[src/hw/rtl/assert_macros.svh]
// Assertion macros for the RTL, included by ordered_position_set.sv.
`ifndef ASSERT_MACROS_SVH
`define ASSERT_MACROS_SVH

// Check that cons holds in the same cycle as ante.
`define ASSERT_IMPLIES(label, clk, rst, ante, cons) \
   label: assert property (@(posedge clk) disable iff (rst) (ante) |-> (cons)) \
      else $error("assertion failed");

// Check that cons holds in the cycle after ante.
`define ASSERT_NEXT(label, clk, rst, ante, cons) \
   label: assert property (@(posedge clk) disable iff (rst) (ante) |=> (cons)) \
      else $error("assertion failed");

`endif

[src/hw/rtl/ops_pkg.sv]
// Shared types and constants of the ordered position set.
`default_nettype none

package ops_pkg;

   localparam int CAPACITY_DEF      = 64;
   localparam int POSITION_BITS_DEF = 9;

   localparam int OPCODE_W   = 3;
   localparam int POSITION_W = 9;
   localparam int INDEX_W    = 6;
   localparam int COUNT_W    = 7;
   localparam int STATUS_W   = 2;
   localparam int REQ_DATA_W = 24;
   localparam int RSP_DATA_W = 24;

   typedef enum logic [OPCODE_W-1:0] {
      OP_CLEAR    = 3'd0,
      OP_INSERT   = 3'd1,
      OP_ERASE    = 3'd2,
      OP_ERASE_AT = 3'd3,
      OP_CONTAINS = 3'd4,
      OP_READ     = 3'd5
   } opcode_type;

   typedef enum logic [STATUS_W-1:0] {
      ST_DONE  = 2'd0,
      ST_FULL  = 2'd1,
      ST_RANGE = 2'd2
   } status_type;

   typedef enum logic [1:0] {
      CNT_HOLD,
      CNT_CLEAR,
      CNT_INC,
      CNT_DEC
   } cnt_op_type;

   typedef enum logic [1:0] {
      PTR_ZERO,
      PTR_INDEX,
      PTR_NEXT_INDEX
   } ptr_sel_type;

   typedef struct packed {
      logic        load;
      ptr_sel_type ptr_sel;
      logic        advance;
      logic        shift_wr;
      logic        insert_wr;
      cnt_op_type  cnt_op;
      logic        rsp_load;
      logic        rsp_found;
      status_type  rsp_status;
      logic        rsp_use_rd;
   } ops_cmd_type;

   typedef struct packed {
      logic at_end;
      logic match;
      logic full;
      logic index_ok;
   } ops_sts_type;

endpackage

`default_nettype wire

[src/hw/rtl/ops_datapath.sv]
// Entry memory, count, scan pointer and result register of the position set.
`default_nettype none

module ops_datapath
   import ops_pkg::*;
#(
   parameter int CAPACITY      = CAPACITY_DEF,
   parameter int POSITION_BITS = POSITION_BITS_DEF
) (
   input  wire logic                  clock,
   input  wire logic                  reset,
   input  wire ops_cmd_type           cmd,
   output ops_sts_type                sts,
   input  wire logic [POSITION_W-1:0] position,
   input  wire logic [INDEX_W-1:0]    index,
   output logic                       rsp_found,
   output logic [POSITION_W-1:0]      rsp_read_position,
   output logic [COUNT_W-1:0]         rsp_count,
   output logic [STATUS_W-1:0]        rsp_status
);

   localparam int AW = $clog2(CAPACITY);
   localparam int CW = $clog2(CAPACITY + 1);
   localparam int PW = POSITION_BITS;

   logic [PW-1:0] mem [CAPACITY];

   logic [CW-1:0] count_ff, count_in;
   logic [CW-1:0] ptr_ff, ptr_in;
   logic [PW-1:0] key_ff, key_in;
   logic [PW-1:0] rdata_ff;

   logic                  found_ff, found_in;
   logic [POSITION_W-1:0] rd_ff, rd_in;
   logic [COUNT_W-1:0]    cnt_out_ff, cnt_out_in;
   logic [STATUS_W-1:0]   status_ff, status_in;

   logic [31:0]   pos32, idx32, idx_next32, cnt32, rdata32;
   logic [CW-1:0] ptr_dec;
   logic          wr_en;
   logic [AW-1:0] wr_addr;
   logic [PW-1:0] wr_data;

   assign pos32      = 32'(position);
   assign idx32      = 32'(index);
   assign idx_next32 = idx32 + 32'd1;
   assign rdata32    = 32'(rdata_ff);
   assign ptr_dec    = ptr_ff - CW'(1);

   assign sts.at_end   = (ptr_ff >= count_ff);
   assign sts.match    = (rdata_ff == key_ff);
   assign sts.full     = (32'(count_ff) >= 32'(CAPACITY));
   assign sts.index_ok = (idx32 < 32'(count_ff));

   always_comb begin
      key_in = cmd.load ? pos32[PW-1:0] : key_ff;

      ptr_in = ptr_ff;
      if (cmd.load) begin
         case (cmd.ptr_sel)
            PTR_ZERO:       ptr_in = '0;
            PTR_INDEX:      ptr_in = idx32[CW-1:0];
            PTR_NEXT_INDEX: ptr_in = idx_next32[CW-1:0];
            default:        ptr_in = '0;
         endcase
      end else if (cmd.advance) begin
         ptr_in = ptr_ff + CW'(1);
      end

      case (cmd.cnt_op)
         CNT_CLEAR: count_in = '0;
         CNT_INC:   count_in = count_ff + CW'(1);
         CNT_DEC:   count_in = count_ff - CW'(1);
         default:   count_in = count_ff;
      endcase
   end

   always_comb begin
      wr_en   = cmd.shift_wr | cmd.insert_wr;
      wr_addr = cmd.shift_wr ? ptr_dec[AW-1:0] : count_ff[AW-1:0];
      wr_data = cmd.shift_wr ? rdata_ff : key_ff;
   end

   always_comb begin
      cnt32      = 32'(count_in);
      found_in   = found_ff;
      rd_in      = rd_ff;
      cnt_out_in = cnt_out_ff;
      status_in  = status_ff;
      if (cmd.rsp_load) begin
         found_in   = cmd.rsp_found;
         rd_in      = cmd.rsp_use_rd ? rdata32[POSITION_W-1:0] : '0;
         cnt_out_in = cnt32[COUNT_W-1:0];
         status_in  = cmd.rsp_status;
      end
   end

   always_ff @(posedge clock) begin
      if (wr_en) begin
         mem[wr_addr] <= wr_data;
      end
      rdata_ff <= mem[ptr_in[AW-1:0]];
   end

   always_ff @(posedge clock) begin
      if (reset) begin
         count_ff <= '0;
         ptr_ff   <= '0;
      end else begin
         count_ff <= count_in;
         ptr_ff   <= ptr_in;
      end
   end

   always_ff @(posedge clock) begin
      key_ff     <= key_in;
      found_ff   <= found_in;
      rd_ff      <= rd_in;
      cnt_out_ff <= cnt_out_in;
      status_ff  <= status_in;
   end

   assign rsp_found         = found_ff;
   assign rsp_read_position = rd_ff;
   assign rsp_count         = cnt_out_ff;
   assign rsp_status        = status_ff;

endmodule

`default_nettype wire

[src/hw/rtl/ops_ctrl.sv]
// Sequencer of the position set: decodes a request and steps the scan and shift.
`default_nettype none

module ops_ctrl
   import ops_pkg::*;
(
   input  wire logic                clock,
   input  wire logic                reset,
   input  wire logic                req_tvalid,
   output logic                     req_tready,
   input  wire logic [OPCODE_W-1:0] opcode,
   output logic                     rsp_tvalid,
   input  wire logic                rsp_tready,
   output ops_cmd_type              cmd,
   input  wire ops_sts_type         sts
);

   typedef enum logic [2:0] {
      S_IDLE,
      S_SEARCH,
      S_SHIFT,
      S_READ,
      S_CLEAR,
      S_RANGE,
      S_NOP
   } state_type;

   state_type           state_ff, state_in;
   logic [OPCODE_W-1:0] op_ff, op_in;
   logic                found_ff, found_in;
   logic                rsp_valid_ff, rsp_valid_in;
   logic                out_free;

   assign out_free   = !rsp_valid_ff || rsp_tready;
   assign req_tready = (state_ff == S_IDLE);
   assign rsp_tvalid = rsp_valid_ff;

   always_comb begin
      cmd      = '0;
      state_in = state_ff;
      op_in    = op_ff;
      found_in = found_ff;

      case (state_ff)
         S_IDLE: begin
            if (req_tvalid) begin
               cmd.load = 1'b1;
               op_in    = opcode;
               found_in = 1'b0;
               case (opcode)
                  OP_INSERT, OP_ERASE, OP_CONTAINS: begin
                     cmd.ptr_sel = PTR_ZERO;
                     state_in    = S_SEARCH;
                  end
                  OP_ERASE_AT: begin
                     cmd.ptr_sel = PTR_NEXT_INDEX;
                     state_in    = sts.index_ok ? S_SHIFT : S_RANGE;
                  end
                  OP_READ: begin
                     cmd.ptr_sel = PTR_INDEX;
                     state_in    = sts.index_ok ? S_READ : S_RANGE;
                  end
                  OP_CLEAR: begin
                     state_in = S_CLEAR;
                  end
                  default: begin
                     state_in = S_NOP;
                  end
               endcase
            end
         end
         S_SEARCH: begin
            if (sts.at_end) begin
               if (out_free) begin
                  cmd.rsp_load = 1'b1;
                  if (op_ff == OP_INSERT) begin
                     if (sts.full) begin
                        cmd.rsp_status = ST_FULL;
                     end else begin
                        cmd.insert_wr = 1'b1;
                        cmd.cnt_op    = CNT_INC;
                     end
                  end
                  state_in = S_IDLE;
               end
            end else if (sts.match) begin
               if (op_ff == OP_ERASE) begin
                  cmd.advance = 1'b1;
                  found_in    = 1'b1;
                  state_in    = S_SHIFT;
               end else if (out_free) begin
                  cmd.rsp_load  = 1'b1;
                  cmd.rsp_found = 1'b1;
                  state_in      = S_IDLE;
               end
            end else begin
               cmd.advance = 1'b1;
            end
         end
         S_SHIFT: begin
            if (sts.at_end) begin
               if (out_free) begin
                  cmd.rsp_load  = 1'b1;
                  cmd.rsp_found = found_ff;
                  cmd.cnt_op    = CNT_DEC;
                  state_in      = S_IDLE;
               end
            end else begin
               cmd.shift_wr = 1'b1;
               cmd.advance  = 1'b1;
            end
         end
         S_READ: begin
            if (out_free) begin
               cmd.rsp_load   = 1'b1;
               cmd.rsp_use_rd = 1'b1;
               state_in       = S_IDLE;
            end
         end
         S_CLEAR: begin
            if (out_free) begin
               cmd.rsp_load = 1'b1;
               cmd.cnt_op   = CNT_CLEAR;
               state_in     = S_IDLE;
            end
         end
         S_RANGE: begin
            if (out_free) begin
               cmd.rsp_load   = 1'b1;
               cmd.rsp_status = ST_RANGE;
               state_in       = S_IDLE;
            end
         end
         S_NOP: begin
            if (out_free) begin
               cmd.rsp_load = 1'b1;
               state_in     = S_IDLE;
            end
         end
         default: begin
            state_in = S_IDLE;
         end
      endcase

      rsp_valid_in = cmd.rsp_load | (rsp_valid_ff & ~rsp_tready);
   end

   always_ff @(posedge clock) begin
      if (reset) begin
         state_ff     <= S_IDLE;
         op_ff        <= '0;
         found_ff     <= 1'b0;
         rsp_valid_ff <= 1'b0;
      end else begin
         state_ff     <= state_in;
         op_ff        <= op_in;
         found_ff     <= found_in;
         rsp_valid_ff <= rsp_valid_in;
      end
   end

endmodule

`default_nettype wire

[src/hw/rtl/ordered_position_set.sv]
// Ordered position set: a list of distinct positions held in order, with
// clear, insert, erase by value, erase at index, contains and read requests.
// One request is worked at a time. Insert, erase and contains scan the entry
// memory one slot per clock through its single read port, and erase then
// moves every later entry down one slot per clock. Erase at index moves the
// entries above the index. The result register lets the next request be
// taken while a result waits on rsp_tready; a finished request holds only
// if the previous result is still not taken.
`default_nettype none

module ordered_position_set
   import ops_pkg::*;
#(
   parameter int CAPACITY      = CAPACITY_DEF,
   parameter int POSITION_BITS = POSITION_BITS_DEF
) (
   input  wire logic                  clock,
   input  wire logic                  reset,
   input  wire logic                  req_tvalid,
   output logic                       req_tready,
   // opcode [2:0], position [11:3], index [17:12], zero [23:18]
   input  wire logic [REQ_DATA_W-1:0] req_tdata,
   output logic                       rsp_tvalid,
   input  wire logic                  rsp_tready,
   // found [0], read_position [9:1], count [16:10], status [18:17], zero [23:19]
   output logic [RSP_DATA_W-1:0]      rsp_tdata
);

   `include "assert_macros.svh"

   ops_cmd_type cmd;
   ops_sts_type sts;

   logic                  rsp_found;
   logic [POSITION_W-1:0] rsp_read_position;
   logic [COUNT_W-1:0]    rsp_count;
   logic [STATUS_W-1:0]   rsp_status;

   ops_ctrl u_ctrl (
      .clock      (clock),
      .reset      (reset),
      .req_tvalid (req_tvalid),
      .req_tready (req_tready),
      .opcode     (req_tdata[2:0]),
      .rsp_tvalid (rsp_tvalid),
      .rsp_tready (rsp_tready),
      .cmd        (cmd),
      .sts        (sts)
   );

   ops_datapath #(
      .CAPACITY      (CAPACITY),
      .POSITION_BITS (POSITION_BITS)
   ) u_datapath (
      .clock             (clock),
      .reset             (reset),
      .cmd               (cmd),
      .sts               (sts),
      .position          (req_tdata[11:3]),
      .index             (req_tdata[17:12]),
      .rsp_found         (rsp_found),
      .rsp_read_position (rsp_read_position),
      .rsp_count         (rsp_count),
      .rsp_status        (rsp_status)
   );

   assign rsp_tdata = {5'd0, rsp_status, rsp_count, rsp_read_position, rsp_found};

   `ASSERT_NEXT(a_busy_after_accept, clock, reset, req_tvalid && req_tready, !req_tready)
   `ASSERT_IMPLIES(a_full_not_found, clock, reset,
      rsp_tvalid && rsp_status == ST_FULL, !rsp_found)
   `ASSERT_IMPLIES(a_range_no_data, clock, reset,
      rsp_tvalid && rsp_status == ST_RANGE, rsp_read_position == '0 && !rsp_found)

endmodule

`default_nettype wire

[config.mk]
export PLATFORM = sky130hd
export DESIGN_NAME = ordered_position_set
export DESIGN_NICKNAME = d
export VERILOG_FILES = /design/src/hw/rtl/ops_pkg.sv /design/src/hw/rtl/ops_datapath.sv /design/src/hw/rtl/ops_ctrl.sv /design/src/hw/rtl/ordered_position_set.sv
export VERILOG_INCLUDE_DIRS = /design/src /design/src/hw/rtl
export SDC_FILE = /design/constraint.sdc
export NUM_CORES = 1
export LEC_CHECK = 0
export BUFFER_PORTS_ARGS = -buffer_cell sky130_fd_sc_hd__buf_4
export CORE_UTILIZATION = 25
export CTS_BUF_LIST = sky130_fd_sc_hd__clkbuf_16
export CTS_CLUSTER_SIZE = 14
export DETAILED_ROUTE_END_ITERATION = 16
export GPL_TIMING_DRIVEN = 0
export PLACE_DENSITY_LB_ADDON = 0.1
export SLEW_MARGIN = 20
export SYNTH_ARGS = -nofsm -noshare
export SYNTH_HDL_FRONTEND = slang
export SYNTH_SLANG_ARGS = --single-unit
[constraint.sdc]
create_clock -name clock -period 11.35 [get_ports clock]
set_clock_uncertainty 0.1 [all_clocks]
set_input_delay 2.27 -clock clock [delete_from_list [all_inputs] [get_ports clock]]
set_output_delay 2.27 -clock clock [all_outputs]
set_load 0.05 [all_outputs]
# Yosys cells after proc, flatten, opt, wreduce, memory -nomap -nowiden
# Memory sizes are Yosys's and may differ from the RTL's. A register that Yosys moved wholly into a read port is not among the register bits.
# Cells that the tools add are included.
# Widths: inputs -> output; s select.
[op_classes] bitwise=4 reduce_logical=12 mux=56 n_lt_le_gt_ge=3 add_sub_neg=5 n_eq_ne=25
[ops] cell="$mux 3" count=13
[ops] cell="$pmux 3 s4" count=2
[ops] cell="$pmux 7 s3" count=1
[ops] cell="$mux 2" count=9
[ops] cell="$mux 1" count=16
[ops] cell="$eq 3x2->1 const B" count=5
[ops] cell="$eq 3x3->1 const B" count=5
[ops] cell="$add 7x1->7 const B" count=2
[ops] cell="$mux 7" count=2
[ops] cell="$pmux 7 s2" count=1
[ops] cell="$mux 4" count=3
[ops] cell="$eq 3x1->1 const B" count=3
[ops] cell="$eq 9x9->1" count=1
[ops] cell="$mux 9" count=1
[ops] cell="$ne 2x2->1 const B" count=4
[ops] cell="$pmux 2 s2" count=2
[ops] cell="$add 6x1->7 const B" count=1
[ops] cell="$ge 7x7->1" count=1
[ops] cell="$ge 7x7->1 const B" count=1
[ops] cell="$lt 6x7->1" count=1
[ops] cell="$sub 7x1->7 const B" count=1
[ops] cell="$eq 2x2->1 const B" count=3
[ops] cell="$logic_not 3->1" count=2
[ops] cell="$mux 6" count=1
[ops] cell="other kinds (18)" count=24
[totals] wordCells=118 in_bits=28 n_memories=1 ff_bits=50 output_inout_bits=26 ramBits=576
[memory_table] memory="u_datapath.mem" words=64 width=9 rd=1 rd_clocked_by_memory_dff=1 wr=1 line="ops_datapath.sv:26" rtl="logic [PW-1:0] mem [CAPACITY];"

# Longest topological paths before layout
# Gate-level depths: netlist of the first run.
[depth] word_depth=9 depth_mapped=21 ltp_nobuf=18

# Hierarchy
# From an unflattened synthesis of the first run, not the netlist that was laid out.
[unflattened] cells_unflattened=2189 hier_area_um2=26543.0
[by_module_without_submodules] module="ops_datapath" area_per_inst_um2=25863.6 seq_area_each_um2=18597.8 cells_each=2095 instances=1
[by_module_without_submodules] module="ops_ctrl" area_per_inst_um2=630.6 seq_area_each_um2=160.2 cells_each=87 instances=1
[by_module_without_submodules] module="ordered_position_set" area_per_inst_um2=48.8 seq_area_each_um2=0.0 cells_each=7 instances=1

# Worst setup path before layout of the first run
# No wires, ideal clock.
[synth_timing] path_kind="input port to flip-flop" startpoint="input req_tvalid" endpoint="register u_datapath.rdata_ff[6], read port of u_datapath.mem" slack_ps=5582 setup_ps=140 required_ps=11110 n_path_buf=3 arrival_time_ps=5528 cell_stages=17 path_cell_list="nand2_1 -> inv_1 -> clkbuf_1 -> nand4_1 -> inv_1 -> ha_1 -> clkbuf_1 -> a21oi_1 -> a211oi_1 -> nor2_1 -> a21o_1 -> nand2_1 -> clkbuf_1 -> a211oi_1 -> or4_1 -> o221ai_1 -> o32ai_1"
[synth_rtl] element="from (decl)" line="ordered_position_set.sv:19" rtl="input wire logic req_tvalid,"
[synth_rtl] element="to (decl)" line="ops_datapath.sv:31" rtl="logic [PW-1:0] rdata_ff;"

==> results of run 1 <==
==> power groups by stage <==
stage / Clock (mW) / Sequential, mW / Combinational [mW]
finish: 2.35 / 2.74 / 1.47
global route: 2.49 / 2.75 / 1.58
CTS: 2.41 / 2.75 / 1.49
detailed placement: 0 / 2.79 / 1.49
global placement: 0 / 2.82 / 1.45
floorplan: 0 / 2.86 / 0.745
==> cell families (layout without fill, tap and decap cells) <==
kind of cell               Yosys count  count (layout)  share of synthesized area, %
AOI/OAI and AO/OA                  447             447                          11.1
xor gates and xnor gates            22              22                         0.727
adders and majority gates           23              23                          1.11
buffers and inverters              153             340                          2.63
DFF                                635             635                          70.8
muxes                               36              36                          1.37
other                                1               6                        0.0142
and+or+nand+nor                    721             721                          12.3
==> worst min-delay path, cell delays in order, from the launching register on <==
cell     delay, ns
dfxtp_1       0.31
nand2_1       0.05
a21oi_1       0.05
==> final cells by class <==
cell class | count | share of cell area [%]
Antenna cell | 1 | 0.00800
Buffer | 134 | 2.01
Clock buffer | 80 | 6.40
Clock inverter | 55 | 1.18
Inverter | 19 | 0.228
Multi-Input combinational cell | 1254 | 22.9
Sequential cell | 635 | 59.9
Tap cell | 1391 | 5.56
Timing Repair Buffer | 52 | 1.77
==> metal layers <==
layer,GRT usage (%),up-vias,share of wire (%)
li1,-,8007,-
met4,4.14,0,2.2
met5,0,-,0
met2,27.8,513,46
met3,2.60,135,5.0
met1,24.7,9059,47
==> sequential cells by signal (all words and copies together) (netlist names) <==
signal                        count
u_ctrl.found_ff                   1
u_ctrl.op_ff                      3
u_ctrl.rsp_tvalid                 1
u_ctrl.state_ff                   3
u_datapath.count_ff               7
u_datapath.key_ff                 9
u_datapath.mem                  576
u_datapath.ptr_ff                 7
u_datapath.rdata_ff               9
u_datapath.rsp_count              7
u_datapath.rsp_found              1
u_datapath.rsp_read_position      9
u_datapath.rsp_status             2
==> how the worst max path moves through the flow <==
| stage | slack, ns | start | cells after the start | to |
|---|---|---|---|---|
| 6_report | 3.80 | req_tvalid | 18 | u_datapath.rdata_ff[1]$_DFF_P_ |
| 2_1_floorplan | 5.58 | req_tvalid | 17 | u_datapath.rdata_ff[6]$_DFF_P_ |
| 3_5_place_dp | 2.65 | req_tvalid | 18 | u_datapath.rdata_ff[4]$_DFF_P_ |
| 4_1_cts | 3.33 | req_tvalid | 18 | u_datapath.rdata_ff[4]$_DFF_P_ |
| 3_3_place_gp | 2.57 | req_tvalid | 18 | u_datapath.rdata_ff[1]$_DFF_P_ |
| 5_1_grt | 3.45 | req_tvalid | 18 | u_datapath.rdata_ff[1]$_DFF_P_ |
==> layout by cell type, fill, tap and decap left out, types with 11 or more instances in the layout <==
master / count
dfxtp_1: 31
nor2_1: 89
clkbuf_1: 57
nand2_1: 336
nand2b_1: 20
nand3_1: 103
xnor2_1: 16
a21o_1: 11
clkbuf_16: 80
a21oi_1: 178
a31oi_1: 32
ha_1: 22
buf_2: 53
nor2b_1: 12
a221oi_1: 27
clkinv_2: 12
and3_1: 88
nor2_2: 14
a211oi_1: 83
edfxtp_1: 604
nor3_1: 18
buf_4: 55
mux2i_1: 33
a22oi_1: 21
clkinv_1: 16
inv_1: 37
o21ai_0: 27
==> metrics.txt, run 1 <==
switching share of total power=32.2%; vias per cell=4.89; main flop type after synthesis=edfxtp_1; maximum vdd drop=0.152 mV; FF+latch count, synth=635; FILL cells=10700; LEAKAGE=10.5 nW; design area=31300 µm²; clock sinks=635; drt drc=0; CTS tree=done; clk slew on worst S/H paths=0.05 ns; Synth top area share=68.4%; cells after synthesis=2038; first-pass GRT wire length=133 mm; Internal=4.46 mW; CP Launch Type=input port; final setup fails=0; WL/cell=25.9 µm; ranking of synthesized cells by area=edfxtp_1 68%, nand2_1 4.9%, a21oi_1 3.4%, a211oi_1 2.4%, dfxtp_1 2.3%; synthesized area per cell=13.0 µm²; share of layout cells above drive strength 1=11.6%; critical path's top delay family=buffers and inverters; Root Driver=clkbuf_16; Psw=2.12 mW; DP Wirelength=65.4 mm; final worst slack=3.80 ns; I/O Buffers=42; initial DRC count=1628; setup bufs post-CTS=0; RSZ-0062 raised after global routing=no; Placer Congestion=0.853; pwr dens=210 nW/µm²; Final nets=2224; CTS-repair resized insts=0; HP Start=u_ctrl.found_ff$_SDFFE_PP0P_; WP data required=11.70 ns; H-tree depth=3; hold slack=0.359 ns; die span in y=328 µm; Worst-Margin Slew=1.18 ns; Clock power frac=35.8%; FF-to-FF path depth=18; number of cell rows=119; Post-Syn Area=26500 µm²; largest net degree at the start of global routing=65; io pins=54; Slew Limit Fails=0; FF+latch area=18800 µm²; sequential share of power=41.8%; Crit-path slowest cell=a221oi_1; final hold vios=0; Gate power share=22.4%; initial antenna violation count=3; final wirelength=93.7 mm; placed insts=3485; final cell count without fillers=3621; Post-synth EDFFs=604; worst slack, placed=2.65 ns; critical-path cell list=buf_4 > nand2_1 > inv_1 > clkbuf_2 > nand4_1 > inv_1 > ha_1 > clkbuf_1 > mux2i_1 > nand2_1 > clkbuf_1 > clkbuf_1 > clkbuf_1 > nand3_1 > a221oi_1 > nor3_1 > and3_1 > o32ai_1; core area=105000 µm²; crit end category=flip-flop; critical path type=in -> reg; post-synthesis async set-or-reset flop share=0%; Area Growth Syn to Fin=18.1%; Rel. slew slack=21.2%; hold path cells=2; Cell variety after synth=62; post-route ant nets=0; max cap viols=0; crit path max fanout=18; most common cell in the netlist=edfxtp_1; grt ovf=0; final period utilization=66.5%; Vias=17700; post-synth top area cell=edfxtp_1; Multi-input gate area=7170 µm²; Bufs and invs on worst path=8; Total GRT Usage=17.4%; Reg2Reg Launch Point=u_ctrl.state_ff[1]$_SDFFE_PP0P_; Most common cell on crit path=clkbuf_1; Hold Crit Class=reg -> reg; Min-Delay Endpoint=u_ctrl.found_ff$_SDFFE_PP0P_; DIE AREA=107000 µm²; sequential area share after synthesis=70.8%; Die Wd=328 µm; CP Data Arrival Time=7.90 ns; final core occ=29.8%; Inserted Clock Buffers=77; Synthesis Warnings=0; placed inst area=28900 µm²; hold_buf cts=0; worst r2r dst=u_datapath.rdata_ff[1]$_DFF_P_; Bufs on Longest Clock Path=3; vias in the first global route=17200; overall power=6.57 mW; Worst-Skew Late Latency=0.64 ns; Initial Util=25.2%; CP peak stage delay=0.76 ns; status=finished, final reports clean; Setup TNS=0 ns; FF-to-FF setup slack=4.30 ns; drt pass-1 iters=5; fin crit period=7.55 ns; Commonest cells post-synth=604 x edfxtp_1, 345 x nand2_1, 178 x a21oi_1; highest clock rate=132 MHz
(Power assumes the default switching activity.)
==> run 2, diff against run 1 <==
Settings changed: ABC_AREA from default to 1.
Clock period 11.35 ns to 6.5 ns, I/O delays scaled along.
==> run 2 against run 1 <==
Die area increased by 9.9%. Global-route usage up 0.43 points. Critical path type unchanged. First-iteration DRC count increased by 11%. Non-clock buffer count increased by 56. Cell count increased by 25%. Largest cell class unchanged. Final area up 12%.
==> metrics.txt, run 2 <==
Compound-Gate Fraction of Synth Area=1.47% (was 11.1%); CP Data Arrival Time=5.80 ns (was 7.90 ns); FF-to-FF path depth=21 (was 18); Worst-Skew Late Latency=0.66 ns (was 0.64 ns); DIE AREA=118000 µm² (was 107000 µm²); xor/xnor share of the synthesized area=0.391% (was 0.727%); cells after synthesis=2781 (was 2038); highest clock rate=185 MHz; fin crit period=5.42 ns; CP Launch Type=input port (unchanged); Worst-Margin Slew=1.19 ns (was 1.18 ns); hold slack=0.368 ns (was 0.359 ns); Vias=20900 (was 17700); design area=34900 µm² (was 31300 µm²); wire length on met3=4.43 mm (was 4.71 mm); metal2 WL=48.8 mm (was 43.0 mm); final core occ=30.4% (was 29.8%); Inserted Clock Buffers=80 (was 77); ranking of synthesized cells by area=edfxtp_1 62%, nand3_1 11%, nand2_1 6.1%, nand3b_1 5.4%, inv_1 5.1% (was edfxtp_1 68%, nand2_1 4.9%, a21oi_1 3.4%, a211oi_1 2.4%, dfxtp_1 2.3%); maximum vdd drop=0.189 mV (was 0.152 mV); die span in y=343 µm (was 328 µm); most used cells in the layout excluding fill and tap cells=632 x nand3_1, 604 x edfxtp_1, 470 x nand2_1, 418 x inv_1, 208 x nand3b_1 (was 604 x edfxtp_1, 336 x nand2_1, 178 x a21oi_1, 103 x nand3_1, 89 x nor2_1); Die Wd=343 µm (was 328 µm); first-pass GRT wire length=150 mm (was 133 mm); Hold Crit Class=reg -> reg (unchanged); most common cell in the netlist=nand3_1 (was edfxtp_1); share of layout cells above drive strength 1=11.2% (was 11.6%); final period utilization=83.3%; final wirelength=106 mm (was 93.7 mm); Post-Syn Area=29200 µm² (was 26500 µm²); clk slew on worst S/H paths=0.06 ns (was 0.05 ns); crit path max fanout=11 (was 18); initial DRC count=1814 (was 1628); Placer Congestion=0.885 (was 0.853); worst r2r dst=u_datapath.rdata_ff[3]$_DFF_P_ (was u_datapath.rdata_ff[1]$_DFF_P_); final hold vios=0 (unchanged); hold_buf cts=0 (unchanged); Commonest cells post-synth=632 x nand3_1, 604 x edfxtp_1, 470 x nand2_1 (was 604 x edfxtp_1, 345 x nand2_1, 178 x a21oi_1); status=finished, final reports clean (unchanged); Synth top area share=62.2% (was 68.4%); Post-Synth Simple-Gate Area=24.5% (was 12.3%); Root Driver=clkbuf_16 (unchanged); WL/cell=23.3 µm (was 25.9 µm); RSZ-0062 raised after global routing=no (unchanged); Post-synth EDFFs=604 (unchanged); FF+latch count, synth=635 (unchanged); initial antenna violation count=1 (was 3); CTS tree=done (unchanged); Final nets=2994 (was 2224); drt pass-1 iters=6 (was 5); Bufs on Longest Clock Path=3 (unchanged); core area=115000 µm² (was 105000 µm²); Slew Limit Fails=0 (unchanged); CTS-repair resized insts=0 (unchanged); Synth Area in Adders=1.01% (was 1.11%); LEAKAGE=13.4 nW (was 10.5 nW); largest register by flop count=u_datapath.mem (unchanged); hold path cells=2 (unchanged); DP Wirelength=78.3 mm (was 65.4 mm); Synthesis Warnings=0 (unchanged); vias per cell=4.61 (was 4.89); post-synthesis async set-or-reset flop share=0% (unchanged); synthesized area per cell=10.5 µm² (was 13.0 µm²); main combinational cell family by area after synthesis=simple AND/OR/NAND/NOR gates (unchanged); crit end category=flip-flop (unchanged); FF-to-FF setup slack=1.25 ns (was 4.30 ns); largest net degree at the start of global routing=27 (was 65); placed inst area=32400 µm² (was 28900 µm²); mux contribution to synthesized area=0% (was 1.37%); main flop type after synthesis=edfxtp_1 (unchanged); met1 wire length=49.9 mm (was 44.0 mm); H-tree depth=3 (unchanged); setup bufs post-CTS=0 (unchanged); grt ovf=0 (unchanged); sequential area share after synthesis=64.3% (was 70.8%); Cell variety after synth=43 (was 62); Initial Util=25.4% (was 25.2%); number of cell rows=124 (was 119); max cap viols=0 (unchanged); WP data required=6.88 ns (was 11.70 ns); post-synth top area cell=edfxtp_1 (unchanged); Total GRT Usage=17.8% (was 17.4%); drt drc=0 (unchanged); DR top layer=met4 (unchanged); Largest register FFs=576 (unchanged); final setup fails=0 (unchanged); Reg2Reg Launch Point=u_ctrl.state_ff[1]$_SDFFE_PP0P_ (unchanged); Rel. slew slack=20.5% (was 21.2%); pwr dens=371 nW/µm² (was 210 nW/µm²); commonest non-fill, non-tap cell in the layout=nand3_1 (was edfxtp_1); critical path type=in -> reg (unchanged); post-route ant nets=0 (unchanged); io pins=54 (unchanged); I/O Buffers=41 (was 42); Area Growth Syn to Fin=19.8% (was 18.1%); HP Start=u_ctrl.found_ff$_SDFFE_PP0P_ (unchanged); Min-Delay Endpoint=u_ctrl.found_ff$_SDFFE_PP0P_ (unchanged); clock sinks=635 (unchanged); vias in the first global route=20400 (was 17200)
## run 2: changes by cell type after synthesis, moves of 26 or more
cell      delta
a211oi_1    -83
nand3_1    +529
mux2i_1     -33
nand3b_1   +207
nand2_1    +125
and3_1      -88
a21oi_1    -142
a31oi_1     -31
clkbuf_1    -32
inv_1      +380
a221oi_1    -26
## run 2: how the worst max path moves through the flow
stage	startpoint	end	slack, ns	cells after the start
final	req_tvalid	u_datapath.rdata_ff[3]$_DFF_P_	1.08	21
after global routing	req_tvalid	u_datapath.rdata_ff[4]$_DFF_P_	0.93	21
after CTS	req_tvalid	u_datapath.rdata_ff[6]$_DFF_P_	1.18	21
after detailed placement	req_tvalid	u_datapath.rdata_ff[6]$_DFF_P_	0.48	21
after global placement	u_datapath.count_ff[4]$_SDFF_PP0_	u_datapath.mem[35][4]$_DFFE_PP_	-6.52	11
after floorplan	u_datapath.count_ff[6]$_SDFF_PP0_	u_datapath.mem[0][0]$_DFFE_PP_	1.54	10
## run 2: power by group
group / internal, mW / leakage [nW] / switching, mW
registers: 4.74 / 5.68 / 0.0593
logic: 1.04 / 6.45 / 2.75
clock network: 2.51 / 1.30 / 1.84
## run 2: cell families (layout without fill, tap and decap cells)
logic type               Yosys count  count (layout)
flip-flops                       635             635
buffers and inverters            573             798
AO/OA/AOI/OAI                     78              78
adder cells (fa/ha/maj)           23              23
XOR/XNOR                          13              13
AND/OR/NAND/NOR                 1458            1458
other                              1               6
## run 2: worst max-delay path, cell delays in order
cell      delay (ns)
buf_4           0.08
inv_1           0.05
nor2_1          0.30
inv_2           0.11
clkbuf_1        0.26
nor2_1          0.21
inv_1           0.06
ha_1            0.20
inv_1           0.09
o21ai_0         0.09
nand2_1         0.21
buf_2           0.37
buf_2           0.44
clkbuf_1        0.70
nand3b_1        0.15
nand3_1         0.13
nand3_1         0.21
nand3_1         0.21
nand3_1         0.13
nand3_1         0.24
nand2_1         0.22
## run 2: layout make-up
type	instances	area [µm²]
plain buffers	166	877
well taps	1512	1890
flip-flops and latches	635	18800
repair buffers	76	1190
fillers	11900	80000
clock inverters	68	509
diodes	1	2.50
inverters	407	1530
multi-input cells	1577	8130
clock buffers	81	2030
## run 2: metrics by stage
step	std cells	setup slack [ns]	setup TNS [ns]	total power [mW]
2_1_floorplan	2785	1.54	0	6.82
3_3_place_gp	4338	-6.52	-3327.98	8.53
3_5_place_dp	4373	0.482	0	8.68
4_1_cts	4522	1.18	0	13.1
5_1_grt	4522	0.926	0	13.4
6_report	4523	1.08	0	12.9
## run 2: per-layer routing
| layer | global-route usage (%) | vias to the layer above |
|---|---|---|
| li1 | - | 9806 |
| met1 | 24.9 | 10400 |
| met2 | 29.0 | 515 |
| met3 | 2.39 | 133 |
| met4 | 4.50 | 0 |
| met5 | 0 | - |
